**src/psgbox_pkg.sv**
```systemverilog
// Shared types, constants and the attenuation level table for the PSG sample unit.
package psgbox_pkg;

  localparam int unsigned TICK_CLOCKS  = 240;
  localparam int unsigned SAMPLE_CLOCKS = 1008;
  localparam int unsigned QUOT_W       = 14;
  localparam int unsigned MAG_W        = 20;
  localparam int unsigned ACC_W        = 25;
  localparam int unsigned VSUM_W       = 15;
  localparam int unsigned AMP_W        = 12;
  localparam int unsigned PER_W        = 10;
  localparam logic [15:0] NOISE_SEED   = 16'h8000;
  localparam logic [PER_W-1:0] NOISE_BASE = PER_W'(16);
  localparam logic [20:0] RECIP_63     = 21'd1065221;
  localparam int unsigned RECIP_SHIFT  = 26;
  localparam logic [1:0] RATE_TONE2    = 2'd3;
  localparam logic [1:0] CH_NOISE      = 2'd3;

  typedef struct packed {
    logic wr;
    logic start;
    logic seg;
    logic seg_first;
    logic seg_last;
    logic div_init;
    logic div_step;
    logic emit;
  } cmd_t;

  typedef struct packed {
    logic [2:0] ticks;
  } stat_t;

  function automatic logic [AMP_W-1:0] level_of(input logic [3:0] att);
    logic [AMP_W-1:0] v;
    begin
      unique case (att)
        4'd0:  v = 12'd2800;
        4'd1:  v = 12'd2224;
        4'd2:  v = 12'd1767;
        4'd3:  v = 12'd1403;
        4'd4:  v = 12'd1115;
        4'd5:  v = 12'd886;
        4'd6:  v = 12'd704;
        4'd7:  v = 12'd559;
        4'd8:  v = 12'd444;
        4'd9:  v = 12'd353;
        4'd10: v = 12'd280;
        4'd11: v = 12'd222;
        4'd12: v = 12'd177;
        4'd13: v = 12'd140;
        4'd14: v = 12'd111;
        default: v = 12'd0;
      endcase
      return v;
    end
  endfunction

endpackage

```
**src/psgbox_if.sv**
```systemverilog
// Handshake channel interfaces for the request and sample beats.
interface psgbox_in_if;
  logic       valid;
  logic       ready;
  logic       func;
  logic [7:0] data;
  modport source (output valid, output func, output data, input ready);
  modport sink   (input valid, input func, input data, output ready);
endinterface

interface psgbox_out_if;
  logic              valid;
  logic              ready;
  logic signed [14:0] sample;
  modport source (output valid, output sample, input ready);
  modport sink   (input valid, input sample, output ready);
endinterface

```
**src/square_psg_box_filtered_sample_unit.sv**
```systemverilog
// Top level of the four-voice square and noise sample unit.
//  channel | dir | beat payload       | note
//  in_ch   | in  | func, data         | func 0 writes a register byte, 1 asks a sample
//  out_ch  | out | sample (15b signed)| one beat per sample request
// A register write beat is taken in the idle state. A sample request walks an accept step and
// its tick segments, their number set by ticks (4 or 5), then a setup step, a reciprocal-multiply
// divide step and an emit step.
// Reset is synchronous and active low and restores the power-on voice state.
// A result waits in the output register; a following write beat is still taken.
// A finished sample that cannot enter the output register holds the unit in its emit cycle.
module square_psg_box_filtered_sample_unit (
  input  logic          clk,
  input  logic          rst_n,
  psgbox_in_if.sink     in_ch,
  psgbox_out_if.source  out_ch
);
  import psgbox_pkg::*;

  cmd_t  cmd;
  stat_t stat;

  psgbox_ctrl u_ctrl (
    .clk       (clk),
    .rst_n     (rst_n),
    .in_valid  (in_ch.valid),
    .in_func   (in_ch.func),
    .in_ready  (in_ch.ready),
    .out_ready (out_ch.ready),
    .out_valid (out_ch.valid),
    .stat      (stat),
    .cmd       (cmd)
  );

  psgbox_dp u_dp (
    .clk     (clk),
    .rst_n   (rst_n),
    .cmd     (cmd),
    .in_data (in_ch.data),
    .stat    (stat),
    .sample  (out_ch.sample)
  );

`ifndef SYNTH
  a_cmd_excl: assert property (@(posedge clk) disable iff (!rst_n)
    $onehot0({cmd.wr, cmd.start, cmd.seg, cmd.div_init, cmd.div_step, cmd.emit}))
    else $error("controller issued overlapping commands");

  a_busy: assert property (@(posedge clk) disable iff (!rst_n)
    in_ch.valid && in_ch.ready && in_ch.func |=> !in_ch.ready)
    else $error("sample request did not make the unit busy");

  a_range: assert property (@(posedge clk) disable iff (!rst_n)
    out_ch.valid |-> (out_ch.sample >= -15'sd11200) && (out_ch.sample <= 15'sd11200))
    else $error("sample out of range");
`endif

endmodule

```
**src/psgbox_ctrl.sv**
```systemverilog
// Controller state machine sequencing register writes, tick segments and the divider.
module psgbox_ctrl (
  input  logic              clk,
  input  logic              rst_n,
  input  logic              in_valid,
  input  logic              in_func,
  output logic              in_ready,
  input  logic              out_ready,
  output logic              out_valid,
  input  psgbox_pkg::stat_t stat,
  output psgbox_pkg::cmd_t  cmd
);
  import psgbox_pkg::*;

  typedef enum logic [4:0] {
    ST_IDLE  = 5'b00001,
    ST_SEG   = 5'b00010,
    ST_DINIT = 5'b00100,
    ST_DIV   = 5'b01000,
    ST_FIN   = 5'b10000
  } state_t;

  state_t     state_r, state_nxt;
  logic [3:0] cnt_r, cnt_nxt;
  logic       out_valid_r, out_valid_nxt;

  always_comb begin
    state_nxt     = state_r;
    cnt_nxt       = cnt_r;
    cmd           = '0;
    in_ready      = 1'b0;
    out_valid_nxt = out_valid_r && !out_ready;
    unique case (state_r)
      ST_IDLE: begin
        in_ready = 1'b1;
        if (in_valid) begin
          if (in_func) begin
            cmd.start = 1'b1;
            cnt_nxt   = '0;
            state_nxt = ST_SEG;
          end else begin
            cmd.wr = 1'b1;
          end
        end
      end
      ST_SEG: begin
        cmd.seg       = 1'b1;
        cmd.seg_first = (cnt_r == 4'd0);
        cmd.seg_last  = (cnt_r == {1'b0, stat.ticks});
        if (cmd.seg_last) begin
          state_nxt = ST_DINIT;
        end else begin
          cnt_nxt = cnt_r + 4'd1;
        end
      end
      ST_DINIT: begin
        cmd.div_init = 1'b1;
        state_nxt    = ST_DIV;
      end
      ST_DIV: begin
        cmd.div_step = 1'b1;
        state_nxt    = ST_FIN;
      end
      ST_FIN: begin
        if (!out_valid_r || out_ready) begin
          cmd.emit      = 1'b1;
          out_valid_nxt = 1'b1;
          state_nxt     = ST_IDLE;
        end
      end
      default: state_nxt = ST_IDLE;
    endcase
  end

  always_ff @(posedge clk) begin
    if (!rst_n) begin
      state_r     <= ST_IDLE;
      cnt_r       <= '0;
      out_valid_r <= 1'b0;
    end else begin
      state_r     <= state_nxt;
      cnt_r       <= cnt_nxt;
      out_valid_r <= out_valid_nxt;
    end
  end

  assign out_valid = out_valid_r;

endmodule

```
**src/psgbox_dp.sv**
```systemverilog
// Datapath holding voice state, the segment accumulator and the quotient divider.
module psgbox_dp (
  input  logic               clk,
  input  logic               rst_n,
  input  psgbox_pkg::cmd_t   cmd,
  input  logic [7:0]         in_data,
  output psgbox_pkg::stat_t  stat,
  output logic signed [14:0] sample
);
  import psgbox_pkg::*;

  logic [PER_W-1:0] tp_r [3];
  logic [PER_W-1:0] cd_r [4];
  logic [PER_W-1:0] cd_nxt [4];
  logic [3:0]       att_r [4];
  logic [2:0]       mode_r;
  logic [2:0]       latch_r;
  logic [15:0]      lfsr_r, lfsr_nxt;
  logic [3:0]       high_r, high_nxt;
  logic             nph_r, nph_nxt;
  logic [7:0]       phase_r;
  logic [2:0]       ticks_r;
  logic [7:0]       first_len_r;
  logic signed [ACC_W-1:0] acc_r;
  logic [MAG_W-1:0] m_r;
  logic [QUOT_W-1:0] q_r;
  logic             neg_r;
  logic signed [14:0] sample_r;

  logic [2:0]       latch_w;
  logic [1:0]       ch_w;
  logic [7:0]       len;
  logic signed [VSUM_W-1:0] vsum;
  logic signed [VSUM_W+8:0] prod;
  logic [ACC_W-1:0] mag;
  logic [MAG_W+20:0] qprod;
  logic             tone2_mode, shift_en;
  logic [PER_W-1:0] per;
  logic             fb;

  assign latch_w    = in_data[7] ? in_data[6:4] : latch_r;
  assign ch_w       = latch_w[2:1];
  assign tone2_mode = (mode_r[1:0] == RATE_TONE2);

  always_comb begin
    for (int i = 0; i < 3; i++) begin
      per = (tp_r[i] == '0) ? PER_W'(1) : tp_r[i];
      if (cd_r[i] <= PER_W'(1)) begin
        cd_nxt[i]   = per;
        high_nxt[i] = !high_r[i];
      end else begin
        cd_nxt[i]   = cd_r[i] - PER_W'(1);
        high_nxt[i] = high_r[i];
      end
    end
    cd_nxt[3] = cd_r[3];
    nph_nxt   = nph_r;
    if (tone2_mode) begin
      shift_en = (cd_r[2] <= PER_W'(1)) && !high_r[2];
    end else if (cd_r[3] <= PER_W'(1)) begin
      cd_nxt[3] = NOISE_BASE << mode_r[1:0];
      nph_nxt   = !nph_r;
      shift_en  = !nph_r;
    end else begin
      cd_nxt[3] = cd_r[3] - PER_W'(1);
      shift_en  = 1'b0;
    end
    fb = mode_r[2] ? (lfsr_r[0] ^ lfsr_r[3]) : lfsr_r[0];
    if (shift_en) begin
      lfsr_nxt    = {fb, lfsr_r[15:1]};
      high_nxt[3] = lfsr_r[1];
    end else begin
      lfsr_nxt    = lfsr_r;
      high_nxt[3] = high_r[3];
    end
  end

  always_comb begin
    vsum = '0;
    for (int i = 0; i < 4; i++) begin
      if (high_r[i]) begin
        vsum = vsum + $signed({3'b000, level_of(att_r[i])});
      end else begin
        vsum = vsum - $signed({3'b000, level_of(att_r[i])});
      end
    end
    if (cmd.seg_first) begin
      len = first_len_r;
    end else if (cmd.seg_last) begin
      len = phase_r;
    end else begin
      len = 8'(TICK_CLOCKS);
    end
    prod  = vsum * $signed({1'b0, len});
    mag   = acc_r[ACC_W-1] ? ACC_W'(-acc_r) : ACC_W'(acc_r);
    qprod = m_r * RECIP_63;
  end

  always_ff @(posedge clk) begin
    if (!rst_n) begin
      for (int i = 0; i < 3; i++) tp_r[i] <= PER_W'(1);
      for (int i = 0; i < 4; i++) begin
        cd_r[i]  <= PER_W'(1);
        att_r[i] <= 4'hf;
      end
      cd_r[3] <= NOISE_BASE;
      mode_r  <= '0;
      latch_r <= '0;
      lfsr_r  <= NOISE_SEED;
      high_r  <= '0;
      nph_r   <= 1'b0;
      phase_r <= '0;
      ticks_r <= 3'd4;
    end else begin
      if (cmd.wr) begin
        latch_r <= latch_w;
        if (latch_w[0]) begin
          att_r[ch_w] <= in_data[3:0];
        end else if (ch_w == CH_NOISE) begin
          mode_r <= in_data[2:0];
          lfsr_r <= NOISE_SEED;
        end else if (in_data[7]) begin
          tp_r[ch_w] <= {tp_r[ch_w][9:4], in_data[3:0]};
        end else begin
          tp_r[ch_w] <= {in_data[5:0], tp_r[ch_w][3:0]};
        end
      end
      if (cmd.start) begin
        if (phase_r >= 8'd192) begin
          phase_r <= phase_r - 8'd192;
          ticks_r <= 3'd5;
        end else begin
          phase_r <= phase_r + 8'd48;
          ticks_r <= 3'd4;
        end
      end
      if (cmd.seg && !cmd.seg_last) begin
        cd_r   <= cd_nxt;
        high_r <= high_nxt;
        nph_r  <= nph_nxt;
        lfsr_r <= lfsr_nxt;
      end
    end
  end

  always_ff @(posedge clk) begin
    if (cmd.start) begin
      first_len_r <= 8'(TICK_CLOCKS) - phase_r;
      acc_r       <= '0;
    end else if (cmd.seg) begin
      acc_r <= acc_r + ACC_W'(prod);
    end
    if (cmd.div_init) begin
      m_r   <= mag[MAG_W+3:4];
      neg_r <= acc_r[ACC_W-1];
    end
    if (cmd.div_step) begin
      q_r <= qprod[RECIP_SHIFT +: QUOT_W];
    end
    if (cmd.emit) begin
      sample_r <= neg_r ? -$signed({1'b0, q_r}) : $signed({1'b0, q_r});
    end
  end

  assign stat.ticks = ticks_r;
  assign sample     = sample_r;

endmodule
```
**src/flat_wrapper.sv**
```systemverilog
// flat-port wrapper written by rule: the top's interface ports become plain ports
module square_psg_box_filtered_sample_unit_flat import psgbox_pkg::*;
  (clk, rst_n, in_ch_valid, in_ch_func, in_ch_data, in_ch_ready, out_ch_valid, out_ch_sample, out_ch_ready);
  psgbox_in_if in_ch_i ();
  psgbox_out_if out_ch_i ();
  input  logic clk;
  input  logic rst_n;
  input wire logic [$bits(in_ch_i.valid)-1:0] in_ch_valid;
  input wire logic [$bits(in_ch_i.func)-1:0] in_ch_func;
  input wire logic [$bits(in_ch_i.data)-1:0] in_ch_data;
  output wire logic [$bits(in_ch_i.ready)-1:0] in_ch_ready;
  output wire logic [$bits(out_ch_i.valid)-1:0] out_ch_valid;
  output wire logic [$bits(out_ch_i.sample)-1:0] out_ch_sample;
  input wire logic [$bits(out_ch_i.ready)-1:0] out_ch_ready;
  assign in_ch_i.valid = in_ch_valid;
  assign in_ch_i.func = in_ch_func;
  assign in_ch_i.data = in_ch_data;
  assign in_ch_ready = in_ch_i.ready;
  assign out_ch_valid = out_ch_i.valid;
  assign out_ch_sample = out_ch_i.sample;
  assign out_ch_i.ready = out_ch_ready;
  square_psg_box_filtered_sample_unit u_core (.clk(clk), .rst_n(rst_n), .in_ch(in_ch_i), .out_ch(out_ch_i));
endmodule
```
**config.mk**
```make
export PLATFORM = sky130hd
export DESIGN_NAME = square_psg_box_filtered_sample_unit_flat
export DESIGN_NICKNAME = d
export VERILOG_FILES = /design/src/psgbox_pkg.sv /design/src/psgbox_if.sv /design/src/square_psg_box_filtered_sample_unit.sv /design/src/psgbox_ctrl.sv /design/src/psgbox_dp.sv /design/src/flat_wrapper.sv
export SDC_FILE = /design/constraint.sdc
export NUM_CORES = 1
export LEC_CHECK = 0
export ABC_AREA = 0
export BUFFER_PORTS_ARGS = -buffer_cell sky130_fd_sc_hd__buf_2
export CAP_MARGIN = 40
export CORE_MARGIN = 8
export CORE_UTILIZATION = 59
export CTS_BUF_LIST = sky130_fd_sc_hd__clkbuf_16
export DETAILED_ROUTE_END_ITERATION = 12
export PLACE_DENSITY_LB_ADDON = 0.25
export REMOVE_ABC_BUFFERS = 1
export SETUP_SLACK_MARGIN = 0.05
export SLEW_MARGIN = 15
export SYNTH_ARGS = -nofsm -noshare
export SYNTH_HDL_FRONTEND = slang
export SYNTH_SLANG_ARGS = --single-unit
```
**constraint.sdc**
```tcl
create_clock -name clk -period 10.7 [get_ports clk]
set_input_delay 2.14 -clock clk [delete_from_list [all_inputs] [get_ports clk]]
set_output_delay 2.14 -clock clk [all_outputs]
set_load 0.01 [all_outputs]
```
==> flow_summary.json, run 1 <==
{
  "cts_sinks": 203,
  "clock-root-buffer": "clkbuf_16",
  "drv_slew": 0,
  "required_ps": 11080,
  "ys_types": 90,
  "crit_path_max_fanout": 7,
  "ys_seq_elements": 203,
  "area_growth_pct": 7.19,
  "async_flop_share_pct": 0,
  "min_period_ps": 10130,
  "insertion_delay_ps": 530,
  "drtIter0Drc": 819,
  "critical_path_class": "reg2reg",
  "grt_usage_pct": 21.3,
  "synth_top_area_share_pct": 19.7,
  "viasPerCell": 5.66,
  "clock_skew_ps": 12.3,
  "ys_warn_count": 0,
  "startpoint_type": "flop",
  "placeableCoreArea_mm2": 0.0332,
  "port_buffers": 29,
  "outcome": "finished clean",
  "finalHoldViolations": 0,
  "rows": 67,
  "cts_tree": "built",
  "wire_per_inst_um": 15.5,
  "setup_viol": 0,
  "cp-end-kind": "flop",
  "final-seq-area_mm2": 0.00506,
  "worstHoldPathType": "reg2reg",
  "fill_cells": 2791,
  "start_util_pct": 59.3,
  "die-area_mm2": 0.0395,
  "antenna_found_initial": 1,
  "synth_top_area_cell": "ha_1",
  "holdBufCountCts": 0,
  "gp_congestion": 0.866,
  "nets": 2639,
  "ys.flop_type": "dfxtp_1",
  "clock_path_buffers": 3,
  "gr-total-overflow": 0,
  "syn_inst": 2227,
  "path_clk_slew_ps": 70,
  "cap_violations": 0,
  "clock.fmax_mhz": 98.7,
  "synth_seq_area_share_pct": 25.7,
  "grt_pass1_vias": 15000,
  "worstPathArrival_ps": 10510,
  "slew_headroom_pct": 42.2,
  "critPathMaxStageDelay_ps": 500,
  "die_width_um": 199,
  "finalCritPeriodShare_pct": 94.7,
  "ant_nets": 0,
  "synth_edf_count": 100,
  "drt-total-wl_mm": 42.0,
  "drive_above_1_share_pct": 6.56,
  "final_cells": 2705,
  "drc": 0,
  "drt_first_pass_iters": 7,
  "place_inst": 2660,
  "multi_input_area_mm2": 0.0134,
  "slowest_stage": "edfxtp_1",
  "grt_max_degree": 95,
  "yosys-top-cells-area": "ha_1 20%, edfxtp_1 15%, dfxtp_1 10%, fa_1 7.8%, inv_1 5.0%",
  "synthTopCellsByCount": "310 x ha_1, 260 x inv_1, 189 x nor2_1, 166 x nand2_1, 119 x a21oi_1",
  "synth_most_common_cell": "ha_1",
  "die_h_um": 199,
  "rsz0062_at_grt": "yes",
  "hpwl_mm": 33.1,
  "synth.avg_cell_area_um2": 8.84,
  "path_common_cell": "ha_1",
  "vias": 15300,
  "worst_pin_slew_ps": 857,
  "synthesis.area_mm2": 0.0197,
  "htree_levels": 1,
  "pin_count": 30,
  "cts_buffers": 23,
  "grt_pass1_wl_mm": 70.1
}
[sequential cells by signal, indices dropped and copies added, names as in the netlist, 3 cells and up]
name                     count
u_core.u_dp.cd_r            40
u_core.u_dp.tp_r            30
u_core.u_dp.acc_r           21
u_core.u_dp.m_r             20
u_core.u_dp.att_r           16
u_core.u_dp.lfsr_r          16
u_core.u_dp.sample          15
u_core.u_dp.q_r             14
u_core.u_ctrl.state_r        5
u_core.u_ctrl.cnt_r          4
u_core.u_dp.first_len_r      4
u_core.u_dp.high_r           4
u_core.u_dp.phase_r          4
u_core.u_dp.latch_r          3
u_core.u_dp.mode_r           3
[routing by layer]
layer	vias to the layer above	routed length [um]	track usage, %
met5	-	0	0
met4	0	990	5.49
met3	70	1480	2.94
met2	260	21100	39.2
met1	7233	18400	25.7
li1	7734	-	-
[area by class of cell]
| cell class | count | area share, % |
|---|---|---|
| tap | 448 | 2.66 |
| inverter | 261 | 4.64 |
| antenna | 1 | 0.0119 |
| sequential | 203 | 24.0 |
| clock inverter | 16 | 0.540 |
| clock buffer | 26 | 3.08 |
| multi-input combinational | 1694 | 63.4 |
| timing repair buffer | 56 | 1.65 |
[stage by stage]
step           TNS (ps)  utilization, %  cell area [um^2]  hold slack [ps]  setup slack, ps
2_1_floorplan         0               -             19400              436              747
3_3_place_gp          0            61.0             20300              450              394
3_5_place_dp          0            61.1             20300              460             94.6
4_1_cts               0            63.4             21100              472              145
5_1_grt           -14.5            63.6             21100              500            -14.5
6_report              0            63.6             21100              465              571
[logic make-up after synthesis]
family                   after synthesis  share of synthesized area, %
flip-flops                           203                          25.7
adder cells (fa/ha/maj)              387                          27.5
AND/OR/NAND/NOR                      669                          16.5
buffers and inverters                330                          6.52
AO/OA/AOI/OAI                        454                          14.8
multiplexers                          24                          1.60
XOR/XNOR                             160                          7.27
[cells in the final DEF (no fill, tap or decap), drive strengths merged, types with 12 or more instances in the layout]
cell    netlist  layout
nor2b        32      32
a211oi       21      21
nor4         18      18
clkbuf       57      26
inv         261     268
and2         66      66
a21o         22      22
and3         12      12
a31oi        21      21
ha          310     310
a21oi       119     119
edfxtp      100     100
buf          12      56
nand2b       22      22
xnor2       109     109
a21boi       23      23
o21ai       120     120
dfxtp       103     103
nand2       166     166
xor2         50      50
nor3         43      43
fa           77      77
nand3        53      53
or3          21      21
nor2        190     190
mux2i        15      15
o31ai        23      23
[timing repair]
item                                   CTS  global route
setup buffers                            0             2
setup endpoints to repair                1             7
endpoints found under the hold margin    0             0
gates cloned                             0             0
pin swaps                                0             2
resized for setup                        1            13
[final timing paths]
path                           start                     to  slack, ps  cells after the start
max          u_core.u_dp.att_r[1][1]  u_core.u_dp.acc_r[24]        570                     42
min            u_core.u_dp.lfsr_r[2]  u_core.u_dp.lfsr_r[1]        460                      2
max reg2reg  u_core.u_dp.att_r[1][1]  u_core.u_dp.acc_r[24]        570                     42
min reg2reg    u_core.u_dp.lfsr_r[2]  u_core.u_dp.lfsr_r[1]        460                      2
[critical path, delay by kind of cell, from the launching register on]
kind	cells	cell delay [ps]
simple gates	11	2120
mux	1	210
buf+inv	4	380
flops	1	500
fa+ha+maj	10	3560
compound gates	13	2790
xor+xnor	3	430
Power of run 1 is not shown: default switching activity piles up to over one toggle a cycle in this logic, so the estimate is an artifact.
==> run 2: changes to the inputs <==
Settings changed: ABC_AREA 0 to 1.
==> flow_summary.json, run 2 <==
{
  "placed_area_mm2": 0.0210,
  "rr_worst_depth": 58,
  "drt_first_pass_iters": 5,
  "vias": 17400,
  "drtIter0Drc": 889,
  "required_ps": 11150,
  "ys_warn_count": 0,
  "path_clk_slew_ps": 60,
  "cp_top_family": "adder cells",
  "syn_inst": 2666,
  "synth-simple-area-share_pct": 20.1,
  "mostFrequentLayoutCell": "inv_1",
  "holdWs_ps": 461,
  "start_util_pct": 59.6,
  "slew_headroom_pct": 49.2,
  "async_flop_share_pct": 0,
  "synth_top_area_cell": "ha_1",
  "cap_violations": 0,
  "critical_path_class": "reg2reg",
  "final_cell_mix": "458 x inv_1, 445 x nand2_1, 310 x ha_1",
  "cp.depth": 58,
  "cts_sinks": 203,
  "rows": 68,
  "gp_congestion": 0.908,
  "min_path_cells": 2,
  "area_growth_pct": 7.03,
  "clock_skew_ps": 25.8,
  "critPathMaxStageDelay_ps": 550,
  "grt_max_degree": 46,
  "ys_seq_elements": 203,
  "stdcell_area_mm2": 0.0219,
  "min_period_ps": 9660,
  "worstHoldPathType": "reg2reg",
  "synth.avg_cell_area_um2": 7.68,
  "synth_edf_count": 100,
  "final_cells": 3166,
  "startpoint_type": "flop",
  "path_buf_inv": 11,
  "ant_nets": 0,
  "worst_pin_slew_ps": 755,
  "yosys-mux-area-fraction_pct": 0,
  "synth_top_family_by_area": "adder cells",
  "grt_usage_pct": 22.7,
  "clock_path_buffers": 3,
  "viasPerCell": 5.51,
  "cts_buffers": 23,
  "finalHoldViolations": 0,
  "clock-root-buffer": "clkbuf_16",
  "leakage_nw": 11.3,
  "die_h_um": 202,
  "antenna_found_initial": 0,
  "synthAdderAreaFrac_pct": 26.5,
  "port_buffers": 29,
  "drive_above_1_share_pct": 6.49,
  "cts_tree": "built",
  "largest_register": "u_core.u_dp.cd_r",
  "ir_drop_v": 0.000618,
  "ys.flop_type": "dfxtp_1",
  "path_common_cell": "inv_1",
  "placeableCoreArea_mm2": 0.0344,
  "wire_per_inst_um": 14.9,
  "yosys-top-cells-area": "ha_1 19%, edfxtp_1 15%, dfxtp_1 10%, inv_1 8.3%, nand2_1 8.2%",
  "power.density_mw_per_mm2": 298,
  "pin_count": 30,
  "gr-total-overflow": 0,
  "crit_path_max_fanout": 6,
  "top_regs": "u_core.u_dp.cd_r (40), u_core.u_dp.tp_r (30), u_core.u_dp.acc_r (21)",
  "synthTopCellsByCount": "455 x inv_1, 445 x nand2_1, 310 x ha_1, 260 x nor2_1, 185 x a21oi_1",
  "synth_seq_area_share_pct": 24.7,
  "finalCritPeriodShare_pct": 90.3,
  "grt_pass1_vias": 17000,
  "synth_top_area_share_pct": 18.9,
  "die_width_um": 202,
  "synth_compound_area_share_pct": 12.6,
  "synth_xor_area_share_pct": 5.94,
  "final.setup.tns_ps": 0,
  "drv_slew": 0,
  "synth_most_common_cell": "inv_1",
  "nets": 3094,
  "die-area_mm2": 0.0409,
  "cp-end-kind": "flop",
  "hpwl_mm": 38.2,
  "outcome": "finished clean",
  "drc": 0,
  "clock.fmax_mhz": 104,
  "htree_levels": 1,
  "slowest_stage": "fa_1",
  "drt-total-wl_mm": 47.1,
  "ys_types": 63,
  "place_inst": 3108,
  "antenna_cells": 0,
  "insertion_delay_ps": 530,
  "grt_pass1_wl_mm": 79.1,
  "largest_reg_flops": 40,
  "setup_viol": 0,
  "synthesis.area_mm2": 0.0205,
  "worstPathArrival_ps": 10110
}
run 2: cell count changes after synthesis, moves of 61 or more:
| cell | delta |
|---|---|
| nand2_1 | +279 |
| inv_1 | +195 |
| nor2_1 | +71 |
| a21oi_1 | +66 |
| and2_1 | -64 |
| nand3_1 | +61 |
run 2: per-stage QoR:
| step | worst slack, ps | total power, mW | util (%) |
|---|---|---|---|
| floorplan | 1850 | 4.73 | - |
| global placement | 1070 | 5.61 | 61.0 |
| detailed placement | 838 | 5.68 | 61.2 |
| CTS | 771 | 6.51 | 63.4 |
| global route | -9.68 | 7.33 | 63.8 |
| finish | 1040 | 6.54 | 63.8 |
run 2: power breakdown:
group          switching (mW)  internal [mW]
combinational            2.96           1.88
sequential             0.0439          0.864
clock                   0.330          0.451
total                    3.34           3.20
run 2: timing repair:
item,CTS,global route
buffers inserted,0,15
hold buffers,0,0
gates resized for setup,0,5
setup endpoints to repair,0,2
run 2: worst reg2reg max path: cells and delay by family, from the launching register on:
kind | cells | cell delay [ps]
adders and majority gates | 10 | 3790
and+or+nand+nor | 25 | 2610
AOI/OAI and AO/OA | 9 | 1480
buffers and inverters | 11 | 910
DFF | 1 | 450
xor gates and xnor gates | 3 | 360
run 2: cell families (layout without fill, tap and decap cells):
kind of cell             after synthesis  in the layout
flip-flops                           203            203
buffers and inverters                530            575
XOR/XNOR                             139            139
AO/OA/AOI/OAI                        454            454
adder cells (fa/ha/maj)              387            387
AND/OR/NAND/NOR                      953            953
run 2: worst paths after layout:
path | end | startpoint | slack (ps)
hold / removal | u_core.u_dp.lfsr_r[9] | u_core.u_dp.lfsr_r[9] | 460
hold reg to reg | u_core.u_dp.lfsr_r[9] | u_core.u_dp.lfsr_r[9] | 460
setup / recovery | u_core.u_dp.acc_r[23] | u_core.u_dp.att_r[1][0] | 1040
setup reg to reg | u_core.u_dp.acc_r[23] | u_core.u_dp.att_r[1][0] | 1040
run 2: final cells by class:
cell class	instances	area, um^2
Clock inverter	17	128
Fill cell	3007	12400
Sequential cell	203	5060
Inverter	475	1790
Clock buffer	25	626
Timing Repair Buffer	58	387
Tap cell	455	569
Multi-Input combinational cell	1933	13400
run 2: metal layers:
metal  up-vias  GRT usage [%]  routed length (um)
met1      8135           28.3               20900
met4         0           6.16                1250
li1       8821              -                   -
met2       385           41.3               23200
met5         -              0                   0
met3        88           1.97                1790
Note: power is estimated with default switching activity, not from simulation.
